--- src/rtl/core/bfa_pkg.sv ---
// Shared constants, word types and state codes of the first-fit block allocator.
package bfa_pkg;

    // Memory geometry
    localparam int NUM_BLOCKS      = 256;
    localparam int BLOCK_BYTES     = 4096;
    localparam int RESERVED_BLOCKS = 16;

    // Field widths
    localparam int SIZE_W  = 21;
    localparam int ADDR_W  = 20;
    localparam int USED_W  = 11;
    localparam int CNT_W   = 9;
    localparam int BLK_W   = $clog2(NUM_BLOCKS);
    localparam int BLOCK_SHIFT = $clog2(BLOCK_BYTES);
    localparam int NEED_W  = SIZE_W + 1 - BLOCK_SHIFT;

    // Used counter in KiB
    localparam int KIB_PER_BLOCK = BLOCK_BYTES / 1024;
    localparam int KIB_SHIFT     = $clog2(KIB_PER_BLOCK);
    localparam int KIB_W         = NEED_W + KIB_SHIFT;
    localparam int USED_MAX      = (1 << USED_W) - 1;

    // Bitmap sweep: a group of bits per cycle
    localparam int GRP_BITS   = 4;
    localparam int SUB_W      = $clog2(GRP_BITS);
    localparam int NUM_GROUPS = NUM_BLOCKS / GRP_BITS;
    localparam int GRP_W      = $clog2(NUM_GROUPS);

    // Front-to-back queue
    localparam int QUEUE_DEPTH = 2;
    localparam int QPTR_W      = $clog2(QUEUE_DEPTH);

    // Reset contents
    localparam logic [NUM_BLOCKS-1:0] RESET_MAP =
        {{(NUM_BLOCKS - RESERVED_BLOCKS){1'b0}}, {RESERVED_BLOCKS{1'b1}}};
    localparam logic [USED_W-1:0] RESET_USED = USED_W'(RESERVED_BLOCKS * KIB_PER_BLOCK);
    localparam logic [CNT_W-1:0]  RESET_FREE = CNT_W'(NUM_BLOCKS - RESERVED_BLOCKS);

    // Request kinds
    localparam logic KIND_ALLOC = 1'b0;
    localparam logic KIND_FREE  = 1'b1;

    // Result status codes
    localparam logic [1:0] STAT_ALLOC    = 2'd0;
    localparam logic [1:0] STAT_NO_SPACE = 2'd1;
    localparam logic [1:0] STAT_FREED    = 2'd2;
    localparam logic [1:0] STAT_NULL     = 2'd3;

    // Request word
    typedef struct packed {
        logic              kind;
        logic [SIZE_W-1:0] size_bytes;
        logic [ADDR_W-1:0] free_address;
    } req_t;

    // Result word
    typedef struct packed {
        logic [1:0]        status;
        logic [ADDR_W-1:0] alloc_address;
        logic [USED_W-1:0] used_kib;
        logic [CNT_W-1:0]  free_count;
    } rsp_t;

    // Classified operation
    typedef enum logic [1:0] {
        OP_ALLOC,
        OP_ALLOC_FAIL,
        OP_FREE,
        OP_FREE_NULL
    } op_e;

    typedef struct packed {
        op_e               code;
        logic [NEED_W-1:0] need;
        logic [BLK_W-1:0]  first;
    } op_t;

    // Back-end sequencer states
    typedef enum logic [2:0] {
        ST_IDLE,
        ST_SCAN,
        ST_MARK,
        ST_SWEEP,
        ST_RESP
    } back_state_e;

endpackage

--- src/rtl/core/bitmap_first_fit_block_allocator.sv ---
// Sequence from accepting a word to the result register: a null free, a zero-size free and a
// zero or oversized allocate go straight to the result; an allocate scans the map group by group
// of four bits up to the group that completes the run (all 64 groups when none fits), then marks
// each group the run spans; a free sweeps each group of four blocks it touches.
// Throughput: one request at a time; the back end takes the next word after a result is written.
// Reset: asynchronous, clears queue and result valid; map holds the low reserved blocks as used.
module bitmap_first_fit_block_allocator (
    input  logic          clk,
    input  logic          rst_n,
    input  logic          req_valid,
    output logic          req_stall,
    input  bfa_pkg::req_t req,
    output logic          rsp_valid,
    input  logic          rsp_stall,
    output bfa_pkg::rsp_t rsp
);
    import bfa_pkg::*;

    op_t  front_op;
    op_t  head_op;
    logic q_full;
    logic q_empty;
    logic q_pop;

    assign req_stall = q_full;

    // Classify incoming word
    bfa_front u_front (
        .req (req),
        .op  (front_op)
    );

    // Decoupling queue
    bfa_queue u_queue (
        .clk     (clk),
        .rst_n   (rst_n),
        .push    (req_valid && !q_full),
        .push_op (front_op),
        .pop     (q_pop),
        .head_op (head_op),
        .full    (q_full),
        .empty   (q_empty)
    );

    // Map owner and result register
    bfa_back u_back (
        .clk       (clk),
        .rst_n     (rst_n),
        .q_empty   (q_empty),
        .q_op      (head_op),
        .q_pop     (q_pop),
        .rsp_valid (rsp_valid),
        .rsp_stall (rsp_stall),
        .rsp       (rsp)
    );

endmodule

--- src/rtl/core/bfa_front.sv ---
// Front end: rounds the size to blocks and classifies each request word.
module bfa_front (
    input  bfa_pkg::req_t req,
    output bfa_pkg::op_t  op
);
    import bfa_pkg::*;

    logic [SIZE_W:0]   size_round;
    logic [NEED_W-1:0] need;

    // Round up to whole blocks
    assign size_round = {1'b0, req.size_bytes} + (SIZE_W + 1)'(BLOCK_BYTES - 1);
    assign need       = size_round[SIZE_W:BLOCK_SHIFT];

    // Classify
    always_comb
    begin
        op.need  = need;
        op.first = req.free_address[ADDR_W-1 -: BLK_W];
        if (req.kind == KIND_ALLOC)
        begin
            if ((need == '0) || (need > NEED_W'(NUM_BLOCKS)))
                op.code = OP_ALLOC_FAIL;
            else
                op.code = OP_ALLOC;
        end
        else
        begin
            if (req.free_address == '0)
                op.code = OP_FREE_NULL;
            else
                op.code = OP_FREE;
        end
    end

endmodule

--- src/rtl/core/bfa_queue.sv ---
// Short queue of classified operations between front and back end.
module bfa_queue (
    input  logic          clk,
    input  logic          rst_n,
    input  logic          push,
    input  bfa_pkg::op_t  push_op,
    input  logic          pop,
    output bfa_pkg::op_t  head_op,
    output logic          full,
    output logic          empty
);
    import bfa_pkg::*;

    op_t               entry_reg [QUEUE_DEPTH];
    logic [QPTR_W-1:0] wr_ptr_reg, wr_ptr_next;
    logic [QPTR_W-1:0] rd_ptr_reg, rd_ptr_next;
    logic [QPTR_W:0]   count_reg, count_next;

    assign full    = (count_reg == (QPTR_W + 1)'(QUEUE_DEPTH));
    assign empty   = (count_reg == '0);
    assign head_op = entry_reg[rd_ptr_reg];

    // Pointer and fill bookkeeping
    always_comb
    begin
        wr_ptr_next = wr_ptr_reg;
        rd_ptr_next = rd_ptr_reg;
        count_next  = count_reg;
        if (push)
            wr_ptr_next = wr_ptr_reg + 1'b1;
        if (pop)
            rd_ptr_next = rd_ptr_reg + 1'b1;
        if (push && !pop)
            count_next = count_reg + 1'b1;
        else if (pop && !push)
            count_next = count_reg - 1'b1;
    end

    always_ff @(posedge clk or negedge rst_n)
    begin
        if (!rst_n)
        begin
            wr_ptr_reg <= '0;
            rd_ptr_reg <= '0;
            count_reg  <= '0;
        end
        else
        begin
            wr_ptr_reg <= wr_ptr_next;
            rd_ptr_reg <= rd_ptr_next;
            count_reg  <= count_next;
        end
    end

    // Storage
    always_ff @(posedge clk)
    begin
        if (push)
            entry_reg[wr_ptr_reg] <= push_op;
    end

endmodule

--- src/rtl/core/bfa_back.sv ---
// Back end: owns the block map and counters, runs the scan, mark and free sweeps.
module bfa_back (
    input  logic          clk,
    input  logic          rst_n,
    input  logic          q_empty,
    input  bfa_pkg::op_t  q_op,
    output logic          q_pop,
    output logic          rsp_valid,
    input  logic          rsp_stall,
    output bfa_pkg::rsp_t rsp
);
    import bfa_pkg::*;

    back_state_e          state_reg, state_next;
    op_t                  op_reg, op_next;
    logic [NUM_BLOCKS-1:0] map_reg, map_next;
    logic [USED_W-1:0]    used_reg, used_next;
    logic [CNT_W-1:0]     free_reg, free_next;
    logic [GRP_W-1:0]     grp_reg, grp_next;
    logic [CNT_W-1:0]     run_reg, run_next;
    logic [BLK_W-1:0]     start_reg, start_next;
    logic [BLK_W-1:0]     end_reg, end_next;
    logic [CNT_W-1:0]     lim_reg, lim_next;
    logic [1:0]           status_reg, status_next;
    logic [ADDR_W-1:0]    addr_reg, addr_next;
    logic                 rsp_valid_reg, rsp_valid_next;
    rsp_t                 rsp_reg, rsp_next;

    // Scan and sweep results for the current group
    logic                 scan_found;
    logic [CNT_W-1:0]     scan_run;
    logic [BLK_W-1:0]     scan_start;
    logic [BLK_W-1:0]     scan_end;
    logic [NUM_BLOCKS-1:0] sweep_map;
    logic [SUB_W:0]       sweep_cnt;
    logic [NUM_BLOCKS-1:0] mark_map;
    logic [GRP_W-1:0]     end_grp;
    logic [CNT_W-1:0]     lim_last;
    logic [GRP_W-1:0]     last_grp;
    logic                 rsp_slot_free;

    // Arithmetic on the queued operation
    logic [KIB_W-1:0]     q_kib;
    logic [KIB_W-1:0]     cur_kib;
    logic [KIB_W:0]       used_add;
    logic [NEED_W:0]      q_end;
    logic [CNT_W-1:0]     q_lim;

    assign q_kib    = KIB_W'(q_op.need) << KIB_SHIFT;
    assign cur_kib  = KIB_W'(op_reg.need) << KIB_SHIFT;
    assign used_add = (KIB_W + 1)'(used_reg) + (KIB_W + 1)'(cur_kib);
    assign q_end    = (NEED_W + 1)'(q_op.first) + (NEED_W + 1)'(q_op.need);
    assign q_lim    = (q_end > (NEED_W + 1)'(NUM_BLOCKS)) ? CNT_W'(NUM_BLOCKS)
                                                          : CNT_W'(q_end);
    assign lim_last = lim_reg - 1'b1;
    assign last_grp = lim_last[BLK_W-1:SUB_W];
    assign end_grp  = end_reg[BLK_W-1:SUB_W];
    assign rsp_slot_free = !rsp_valid_reg || !rsp_stall;

    // First-fit run search over one group of blocks
    always_comb
    begin
        logic [BLK_W-1:0] idx;
        scan_found = 1'b0;
        scan_run   = run_reg;
        scan_start = start_reg;
        scan_end   = end_reg;
        for (int k = 0; k < GRP_BITS; k++)
        begin
            idx = {grp_reg, SUB_W'(k)};
            if (!scan_found)
            begin
                if (!map_reg[idx])
                begin
                    if (scan_run == '0)
                        scan_start = idx;
                    scan_run = scan_run + 1'b1;
                    if ((NEED_W)'(scan_run) == op_reg.need)
                    begin
                        scan_found = 1'b1;
                        scan_end   = idx;
                    end
                end
                else
                    scan_run = '0;
            end
        end
    end

    // Set the blocks of one group that fall inside the granted run
    always_comb
    begin
        logic [BLK_W-1:0] idx;
        mark_map = map_reg;
        for (int k = 0; k < GRP_BITS; k++)
        begin
            idx = {grp_reg, SUB_W'(k)};
            if ((idx >= start_reg) && (idx <= end_reg))
                mark_map[idx] = 1'b1;
        end
    end

    // Clear used blocks of one group that fall inside the free range
    always_comb
    begin
        logic [BLK_W-1:0] idx;
        sweep_map = map_reg;
        sweep_cnt = '0;
        for (int k = 0; k < GRP_BITS; k++)
        begin
            idx = {grp_reg, SUB_W'(k)};
            if ((idx >= op_reg.first) && (CNT_W'(idx) < lim_reg) && map_reg[idx])
            begin
                sweep_map[idx] = 1'b0;
                sweep_cnt      = sweep_cnt + 1'b1;
            end
        end
    end

    // Next state
    always_comb
    begin
        state_next = state_reg;
        case (state_reg)
            ST_IDLE:
            begin
                if (!q_empty)
                begin
                    case (q_op.code)
                        OP_ALLOC: state_next = ST_SCAN;
                        OP_FREE:
                        begin
                            if (q_op.need == '0)
                                state_next = ST_RESP;
                            else
                                state_next = ST_SWEEP;
                        end
                        default:  state_next = ST_RESP;
                    endcase
                end
            end
            ST_SCAN:
            begin
                if (scan_found)
                    state_next = ST_MARK;
                else if (grp_reg == GRP_W'(NUM_GROUPS - 1))
                    state_next = ST_RESP;
            end
            ST_MARK:
            begin
                if (grp_reg == end_grp)
                    state_next = ST_RESP;
            end
            ST_SWEEP:
            begin
                if (grp_reg == last_grp)
                    state_next = ST_RESP;
            end
            ST_RESP:
            begin
                if (rsp_slot_free)
                    state_next = ST_IDLE;
            end
            default:  state_next = ST_IDLE;
        endcase
    end

    // Datapath and outputs
    always_comb
    begin
        q_pop          = 1'b0;
        op_next        = op_reg;
        map_next       = map_reg;
        used_next      = used_reg;
        free_next      = free_reg;
        grp_next       = grp_reg;
        run_next       = run_reg;
        start_next     = start_reg;
        end_next       = end_reg;
        lim_next       = lim_reg;
        status_next    = status_reg;
        addr_next      = addr_reg;
        rsp_valid_next = rsp_valid_reg && rsp_stall;
        rsp_next       = rsp_reg;
        case (state_reg)
            ST_IDLE:
            begin
                if (!q_empty)
                begin
                    q_pop     = 1'b1;
                    op_next   = q_op;
                    addr_next = '0;
                    run_next  = '0;
                    case (q_op.code)
                        OP_ALLOC:
                        begin
                            grp_next = '0;
                        end
                        OP_ALLOC_FAIL:
                        begin
                            status_next = STAT_NO_SPACE;
                        end
                        OP_FREE:
                        begin
                            status_next = STAT_FREED;
                            grp_next    = q_op.first[BLK_W-1:SUB_W];
                            lim_next    = q_lim;
                            // used counter drops by the requested size, floor at zero
                            if (q_kib >= KIB_W'(used_reg))
                                used_next = '0;
                            else
                                used_next = used_reg - USED_W'(q_kib);
                        end
                        default:
                        begin
                            status_next = STAT_NULL;
                        end
                    endcase
                end
            end
            ST_SCAN:
            begin
                run_next   = scan_run;
                start_next = scan_start;
                end_next   = scan_end;
                // on a hit, go back to the group where the run starts
                if (scan_found)
                    grp_next = scan_start[BLK_W-1:SUB_W];
                else
                    grp_next = grp_reg + 1'b1;
                if (!scan_found && (grp_reg == GRP_W'(NUM_GROUPS - 1)))
                    status_next = STAT_NO_SPACE;
            end
            ST_MARK:
            begin
                map_next = mark_map;
                grp_next = grp_reg + 1'b1;
                // counters and address once the last group of the run is set
                if (grp_reg == end_grp)
                begin
                    free_next   = free_reg - CNT_W'(op_reg.need);
                    status_next = STAT_ALLOC;
                    addr_next   = ADDR_W'(start_reg) << BLOCK_SHIFT;
                    if (used_add > (KIB_W + 1)'(USED_MAX))
                        used_next = USED_W'(USED_MAX);
                    else
                        used_next = USED_W'(used_add);
                end
            end
            ST_SWEEP:
            begin
                map_next  = sweep_map;
                free_next = free_reg + CNT_W'(sweep_cnt);
                grp_next  = grp_reg + 1'b1;
            end
            ST_RESP:
            begin
                if (rsp_slot_free)
                begin
                    rsp_valid_next         = 1'b1;
                    rsp_next.status        = status_reg;
                    rsp_next.alloc_address = addr_reg;
                    rsp_next.used_kib      = used_reg;
                    rsp_next.free_count    = free_reg;
                end
            end
            default:
            begin
                q_pop = 1'b0;
            end
        endcase
    end

    // Control and map registers
    always_ff @(posedge clk or negedge rst_n)
    begin
        if (!rst_n)
        begin
            state_reg     <= ST_IDLE;
            map_reg       <= RESET_MAP;
            used_reg      <= RESET_USED;
            free_reg      <= RESET_FREE;
            rsp_valid_reg <= 1'b0;
        end
        else
        begin
            state_reg     <= state_next;
            map_reg       <= map_next;
            used_reg      <= used_next;
            free_reg      <= free_next;
            rsp_valid_reg <= rsp_valid_next;
        end
    end

    // Working payload registers
    always_ff @(posedge clk)
    begin
        op_reg     <= op_next;
        grp_reg    <= grp_next;
        run_reg    <= run_next;
        start_reg  <= start_next;
        end_reg    <= end_next;
        lim_reg    <= lim_next;
        status_reg <= status_next;
        addr_reg   <= addr_next;
        rsp_reg    <= rsp_next;
    end

    assign rsp_valid = rsp_valid_reg;
    assign rsp       = rsp_reg;

endmodule
--- config.mk ---
export PLATFORM = sky130hd
export DESIGN_NAME = bitmap_first_fit_block_allocator
export DESIGN_NICKNAME = d
export VERILOG_FILES = /design/src/rtl/core/bfa_pkg.sv /design/src/rtl/core/bitmap_first_fit_block_allocator.sv /design/src/rtl/core/bfa_front.sv /design/src/rtl/core/bfa_queue.sv /design/src/rtl/core/bfa_back.sv
export SDC_FILE = /design/constraint.sdc
export NUM_CORES = 1
export LEC_CHECK = 0
export BUFFER_PORTS_ARGS = -buffer_cell sky130_fd_sc_hd__buf_2
export CAP_MARGIN = 5
export CORE_MARGIN = 4
export CORE_UTILIZATION = 65
export CTS_CLUSTER_SIZE = 12
export DETAILED_ROUTE_END_ITERATION = 7
export PLACE_DENSITY = 0.82
export SYNTH_ARGS = -nofsm -noshare
export SYNTH_HDL_FRONTEND = slang
export SYNTH_SLANG_ARGS = --single-unit
--- constraint.sdc ---
create_clock -name clk -period 10.8 [get_ports clk]
set_clock_uncertainty 0.1 [all_clocks]
set_input_delay 1.62 -clock clk [delete_from_list [all_inputs] [get_ports clk]]
set_output_delay 1.62 -clock clk [all_outputs]
set_load 0.005 [all_outputs]
==> results_dict.tcl, run 1 <==
set metrics [dict create \
    outcome "finished clean" \
    avgSynthCellArea_um2 9.53 \
    wire_per_inst_um 22.6 \
    cts_tree "yes" \
    grt-ovfl-total 0 \
    p_sw_frac 0.458 \
    detail_route.iter0.violations 2899 \
    synth_edf_count 137 \
    cts_buffer_depth 3 \
    power_frac_clock 0.173 \
    syn2layout_area_growth_pct 8.06 \
    netlist_instances 2604 \
    syn_area_um2 24800 \
    crit_family "simple AND/OR/NAND/NOR gates" \
    port-buffer-count 77 \
    ios 90 \
    tightest_slew_ns 1.23 \
    synth-simple-area-share 0.151 \
    crit_buf_inv 2 \
    diodes 0 \
    drtAntennaViolNets 0 \
    max_stage_delay_ns 1.02 \
    stdcell_count 3149 \
    grt_pass1_vias 19800 \
    critPathSlowestCell "nor2b_1" \
    fmax_mhz 117 \
    numCtsBuffers 44 \
    setup_viol 0 \
    yosysWarnings 0 \
    worstPathArrival_ns 8.76 \
    intPower_mw 4.65 \
    antenna_found_initial 0 \
    final_core_util 0.712 \
    synth_seq_cells 420 \
    final_cell_mix "nor2_1 (379), dfrtp_1 (262), o21ai_0 (261)" \
    rsz0062_at_grt "false" \
    drt_pass1_iterations 6 \
    grt_max_degree 171 \
    hpwl_um 49100 \
    cts_max_level 2 \
    synth-compound-area-share 0.204 \
    initial_utilization 0.659 \
    crit_path_end_kind "flip-flop" \
    layout_min_cycle_time_ns 8.53 \
    synth_xor_area_frac 0.0431 \
    fp.dieW_um 203 \
    wirelength_um 71300 \
    peakVddDrop_mv 0.240 \
    post_cts_buffers 0 \
    core_um2 37700 \
    clock_sinks 420 \
    dp_cells 3071 \
    netSwitchingPower_mw 3.94 \
    hp-class "reg -> reg" \
    insertion_delay_ns 0.59 \
    power.leakage_nw 11.3 \
    hold_violations 0 \
    min_period_over_period 0.790 \
    relSlewSlack 0.178 \
    maxSlewViolCount 0 \
    cts_hold_buf 0 \
    total_power_mw 8.59 \
    routed-via-count 20800 \
    start_kind "flip-flop" \
    holdWs_ns 0.314 \
    dieArea_um2 41400 \
    synth_top_family_by_area "compound AO/OA/AOI/OAI gates" \
    worst-path-max-fanout 18 \
    drv_cap 0 \
    fin_setup_tns_ns 0 \
    p_per_area_nw_per_um2 320 \
    drive_gt1_frac 0.112 \
    final_common_cell "nor2_1" \
    synth_fa_ha_area_frac 0.0446 \
    pwr-share-comb 0.546 \
    worstPathCellList "nor2b_1 -> a22oi_1 -> nand3_1 -> nand4_1 -> nor2_1 -> nand2_1 -> inv_1 -> ha_1 -> inv_1 -> nor4_1 -> a21oi_1 -> xor2_1 -> nor4_2 -> a31oi_1 -> a21oi_1 -> nand4b_1 -> a2111oi_2 -> and4_1 -> nor2_2 -> and3_4 -> nor3_4 -> mux2_1 -> nor3b_2 -> a311o_1" \
    synth_mux_area_frac 0.0586 \
    yosys_most_used_dff "dfrtp_1" \
    synthArstFlopShare 0.674 \
    die_y_um 203 \
    grt_usage 0.338 \
    cp_data_required_time_ns 11.04 \
    gp_congestion 0.946 \
    yosysSeqAreaShare 0.452 \
    num-fill-cells 2813 \
    clkTransAtPathRegs_ns 0.06 \
    criticalPathCategory "reg -> reg" \
    synthDistinctLibCells 112 \
    layout.nets 2738 \
    seqPwrFrac 0.281 \
    cts_resized 0 \
    vias_per_cell 6.61 \
    num_rows 71 \
    drc 0 \
    grt_pass1_wl_um 111000 \
    cts_root_buffer "clkbuf_16" \
]
cell usage after synthesis (10+ instances only):
| library cell | number | share of area |
|---|---|---|
| nor2_1 | 379 | 0.057 |
| dfrtp_1 | 262 | 0.26 |
| o21ai_0 | 261 | 0.053 |
| a21oi_1 | 218 | 0.044 |
| nand2_1 | 161 | 0.024 |
| edfxtp_1 | 137 | 0.17 |
| clkbuf_1 | 107 | 0.016 |
| inv_1 | 101 | 0.015 |
| ha_1 | 82 | 0.041 |
| mux2i_1 | 73 | 0.029 |
| xnor2_1 | 70 | 0.025 |
| o31ai_1 | 69 | 0.021 |
| nand3_1 | 41 | 0.0083 |
| a22oi_1 | 34 | 0.010 |
| mux2_2 | 33 | 0.015 |
| xor2_1 | 33 | 0.012 |
| nor3_1 | 32 | 0.0065 |
| a21o_1 | 26 | 0.0079 |
| and3_1 | 25 | 0.0063 |
| buf_4 | 21 | 0.0064 |
| dfstp_2 | 21 | 0.022 |
| nor2b_1 | 20 | 0.0050 |
| nor4_1 | 20 | 0.0050 |
| a221oi_1 | 19 | 0.0067 |
| nand2b_1 | 17 | 0.0043 |
| nand4_1 | 17 | 0.0043 |
| buf_2 | 16 | 0.0032 |
| o21bai_1 | 16 | 0.0048 |
| and2_1 | 14 | 0.0035 |
| o22ai_1 | 14 | 0.0035 |
| buf_1 | 13 | 0.0020 |
| mux4_2 | 11 | 0.010 |
| a211o_1 | 10 | 0.0035 |
| a31oi_1 | 10 | 0.0025 |
| or4_1 | 10 | 0.0030 |
per-layer routing:
layer  up-vias  part of all wire  track usage
li1       9406                 -            -
met1     10000              0.41        0.487
met2      1196              0.44        0.515
met3       188              0.11       0.0727
met4         0             0.035        0.119
met5         -                 0            0
logic make-up after synthesis:
logic type / after synthesis
adder cells (fa/ha/maj): 86
AND/OR/NAND/NOR: 801
other: 1
XOR/XNOR: 111
AO/OA/AOI/OAI: 793
flip-flops: 420
multiplexers: 126
buffers and inverters: 266
path summary, 6_finish.rpt:
check	slack (ns)	start	end	cells after the start
min in group asynchronous	1.02	rst_n	asynchronous set/reset pin	1
max in group asynchronous	8.17	rst_n	asynchronous set/reset pin	2
min reg2reg	0.31	u_back.addr_reg[17]	u_back.rsp[37]	0
max reg2reg	2.27	u_back.grp_reg[1]	u_back.grp_reg[3]	24
max	2.27	u_back.grp_reg[1]	u_back.grp_reg[3]	24
min	0.31	u_back.addr_reg[17]	u_back.rsp[37]	0
per-stage QoR:
step	worst slack (ns)	cell area, µm²
after floorplan	3.81	24900
after global placement	2.74	25400
after detailed placement	2.53	25400
after CTS	2.48	26800
after global routing	1.79	26800
final	2.27	26800
cell type report:
cell class	instances	area, µm²	share of cell area
inverter	102	383	0.0143
multi-input combinational	1929	12500	0.467
clock inverter	8	78.8	0.00294
timing repair buffer	109	646	0.0241
clock buffer	70	1320	0.0492
tap	511	639	0.0238
sequential	420	11200	0.418
power groups by stage:
| stage | registers, mW | logic [mW] | clock network, mW |
|---|---|---|---|
| global placement | 2.41 | 4.47 | 0 |
| CTS | 2.40 | 4.60 | 1.50 |
| finish | 2.41 | 4.69 | 1.49 |
| floorplan | 2.26 | 3.44 | 0 |
| global route | 2.44 | 5.06 | 1.57 |
| detailed placement | 2.42 | 4.56 | 0 |
worst register-to-register path: cells and delay by family, from the launching register on:
kind,cells,cell delay (ns)
buf+inv,2,0.26
mux,1,0.38
fa+ha+maj,1,0.30
xor+xnor,1,0.24
simple gates,13,4.37
flops,1,0.71
compound gates,6,1.93
Note: power is estimated with default switching activity, not from simulation.
==> inputs of run 2 (changes only) <==
--- a/config.mk
+++ b/config.mk
@@ -8,10 +8,10 @@
 export BUFFER_PORTS_ARGS = -buffer_cell sky130_fd_sc_hd__buf_2
 export CAP_MARGIN = 5
 export CORE_MARGIN = 4
-export CORE_UTILIZATION = 65
+export CORE_UTILIZATION = 57
 export CTS_CLUSTER_SIZE = 12
 export DETAILED_ROUTE_END_ITERATION = 7
-export PLACE_DENSITY = 0.82
+export PLACE_DENSITY = 0.76
 export SYNTH_ARGS = -nofsm -noshare
 export SYNTH_HDL_FRONTEND = slang
 export SYNTH_SLANG_ARGS = --single-unit
==> constraint.sdc (replaced) <==
create_clock -name clk -period 7.45 [get_ports clk]
set_clock_uncertainty 0.1 [all_clocks]
set_input_delay 1.1175 -clock clk [delete_from_list [all_inputs] [get_ports clk]]
set_output_delay 1.1175 -clock clk [all_outputs]
set_load 0.005 [all_outputs]
==> results_dict.tcl, run 2 (synthesis gave the netlist of run 1 again) <==
set metrics [dict create \
    p_per_area_nw_per_um2 466 \
    p_sw_frac 0.451 \
    wirelength_um 73000 \
    crit_family "compound AO/OA/AOI/OAI gates" \
    power_frac_clock 0.173 \
    critPathSlowestCell "and2b_1" \
    layout_min_cycle_time_ns 7.06 \
    criticalPathCategory "reg -> reg" \
    crit_path_end_kind "flip-flop" \
    max_stage_delay_ns 0.64 \
    die_y_um 217 \
    worst-path-max-fanout 13 \
    maxSlewViolCount 0 \
    port-buffer-count 77 \
    clkTransAtPathRegs_ns 0.06 \
    insertion_delay_ns 0.58 \
    detail_route.iter0.violations 2634 \
    cts_buffer_depth 3 \
    global_route.usage.met1 0.431 \
    dieArea_um2 47000 \
    start_kind "flip-flop" \
    grt_pass1_wl_um 113000 \
    drive_gt1_frac 0.133 \
    ios 90 \
    grt_usage 0.303 \
    drt_pass1_iterations 7 \
    clock_sinks 420 \
    cts_root_buffer "clkbuf_16" \
    power.leakage_nw 11.6 \
    initial_utilization 0.576 \
    final_core_util 0.637 \
    r2r_cells 24 \
    grt_max_degree 129 \
    drv_cap 0 \
    cts_tree "yes" \
    drc 0 \
    tightest_slew_ns 1.26 \
    fp.dieW_um 217 \
    rr_endpoint "u_back.grp_reg[3]" \
    intPower_mw 7.01 \
    min_from "u_back.addr_reg[12]" \
    final_common_cell "nor2_1" \
    worstPathCellList "and2b_1 -> a22oi_1 -> nand3_1 -> nand4_1 -> nor2_2 -> nand2_1 -> inv_1 -> ha_1 -> inv_1 -> a211oi_2 -> a21oi_1 -> nor2_1 -> mux2_4 -> o311a_4 -> nor3_1 -> o21ai_0 -> a311oi_1 -> buf_4 -> xnor2_1 -> o22a_1 -> a2111oi_4 -> a211oi_1 -> or2_1 -> a311o_1" \
    hp-class "reg -> reg" \
    cp_data_required_time_ns 7.68 \
    min_period_over_period 0.948 \
    core_um2 43100 \
    ff2ff_setup_slack_ns 0.39 \
    gp_congestion 0.964 \
    hold_violations 0 \
    whs_path_depth 0 \
    hpwl_um 50500 \
    netSwitchingPower_mw 5.77 \
    gr-usage-met3 0.0704 \
    fin_setup_tns_ns 0 \
    r2r_start "u_back.grp_reg[2]" \
    worstHoldEndpoint "u_back.rsp[32]" \
    diodes 0 \
    wire_per_inst_um 22.2 \
    grt_util_met2 0.457 \
    drtAntennaViolNets 0 \
    numCtsBuffers 46 \
    relSlewSlack 0.162 \
    num_rows 76 \
    grt-ovfl-total 0 \
    cts_max_level 2 \
    antenna_found_initial 0 \
    grt_pass1_vias 20300 \
    crit_buf_inv 3 \
    fmax_mhz 142 \
    top_usage_layer "met2" \
    routed-via-count 21000 \
    vias_per_cell 6.38 \
    seqPwrFrac 0.270 \
    peakVddDrop_mv 0.260 \
    pwr-share-comb 0.558 \
    layout.nets 2795 \
    syn2layout_area_growth_pct 10.6 \
    setup_viol 0 \
    final_cell_mix "nor2_1 (378), dfrtp_1 (262), o21ai_0 (261)" \
    worstPathArrival_ns 7.29 \
    cp_common_cell "inv_1" \
    outcome "finished clean" \
]
-- run 2: changes by cell type in the layout (fill, tap and decap cells not counted), moves of 3 or more --
cell	before	now
clkinv_1	2	5
clkbuf_16	45	50
buf_4	30	82
clkinv_2	4	12
clkbuf_1	15	8
-- run 2: stage by stage --
| step | area (µm²) | total power, mW | instances | hold slack, ns | setup WS (ns) |
|---|---|---|---|---|---|
| detailed placement | 26000 | 10.4 | 3198 | 0.305 | 0.470 |
| finish | 27500 | 12.8 | 3282 | 0.317 | 0.390 |
| global placement | 26000 | 10.2 | 3198 | 0.306 | 0.598 |
| CTS | 27400 | 12.6 | 3280 | 0.317 | 0.395 |
| floorplan | 24900 | 8.26 | 2615 | 0.300 | 0.461 |
| global route | 27500 | 13.5 | 3282 | 0.325 | -0.0130 |
-- run 2: worst max path at each step --
stage                           start  cells after the start  slack [ns]                 to
global placement    u_back.grp_reg[0]                     25        0.60  u_back.grp_reg[3]
finish              u_back.grp_reg[2]                     24        0.39  u_back.grp_reg[3]
floorplan           u_back.grp_reg[0]                     30        0.46  u_back.grp_reg[3]
detailed placement  u_back.grp_reg[0]                     26        0.47  u_back.grp_reg[3]
global route        u_back.grp_reg[0]                     26       -0.01  u_back.grp_reg[3]
CTS                 u_back.grp_reg[0]                     26        0.39  u_back.grp_reg[3]
-- run 2: repair_timing --
item	in CTS	in global routing
setup endpoints to repair	0	8
buffers inserted	0	1
hold buffers	0	0
gates resized for setup	0	3
endpoints found under the hold margin	0	0
-- run 2: layer usage --
metal / share of wire / up-vias
met4: 0.040 / 0
met3: 0.10 / 220
li1: - / 9509
met1: 0.41 / 10100
met5: 0 / -
met2: 0.44 / 1099
-- run 2: power by group through the flow --
stage | Sequential, mW | Combinational [mW] | Clock [mW]
detailed placement | 3.47 | 6.91 | 0
floorplan | 3.28 | 4.98 | 0
global route | 3.49 | 7.67 | 2.33
global placement | 3.45 | 6.80 | 0
CTS | 3.43 | 6.96 | 2.23
finish | 3.45 | 7.13 | 2.21
-- run 2: final cells by class --
| cell class | instances | area, µm² |
|---|---|---|
| repair buffers | 164 | 1110 |
| inverters | 102 | 383 |
| well taps | 585 | 732 |
| multi-input cells | 1929 | 12600 |
| clock inverters | 17 | 82.6 |
| flip-flops and latches | 420 | 11200 |
| fillers | 3490 | 15600 |
| clock buffers | 65 | 1370 |
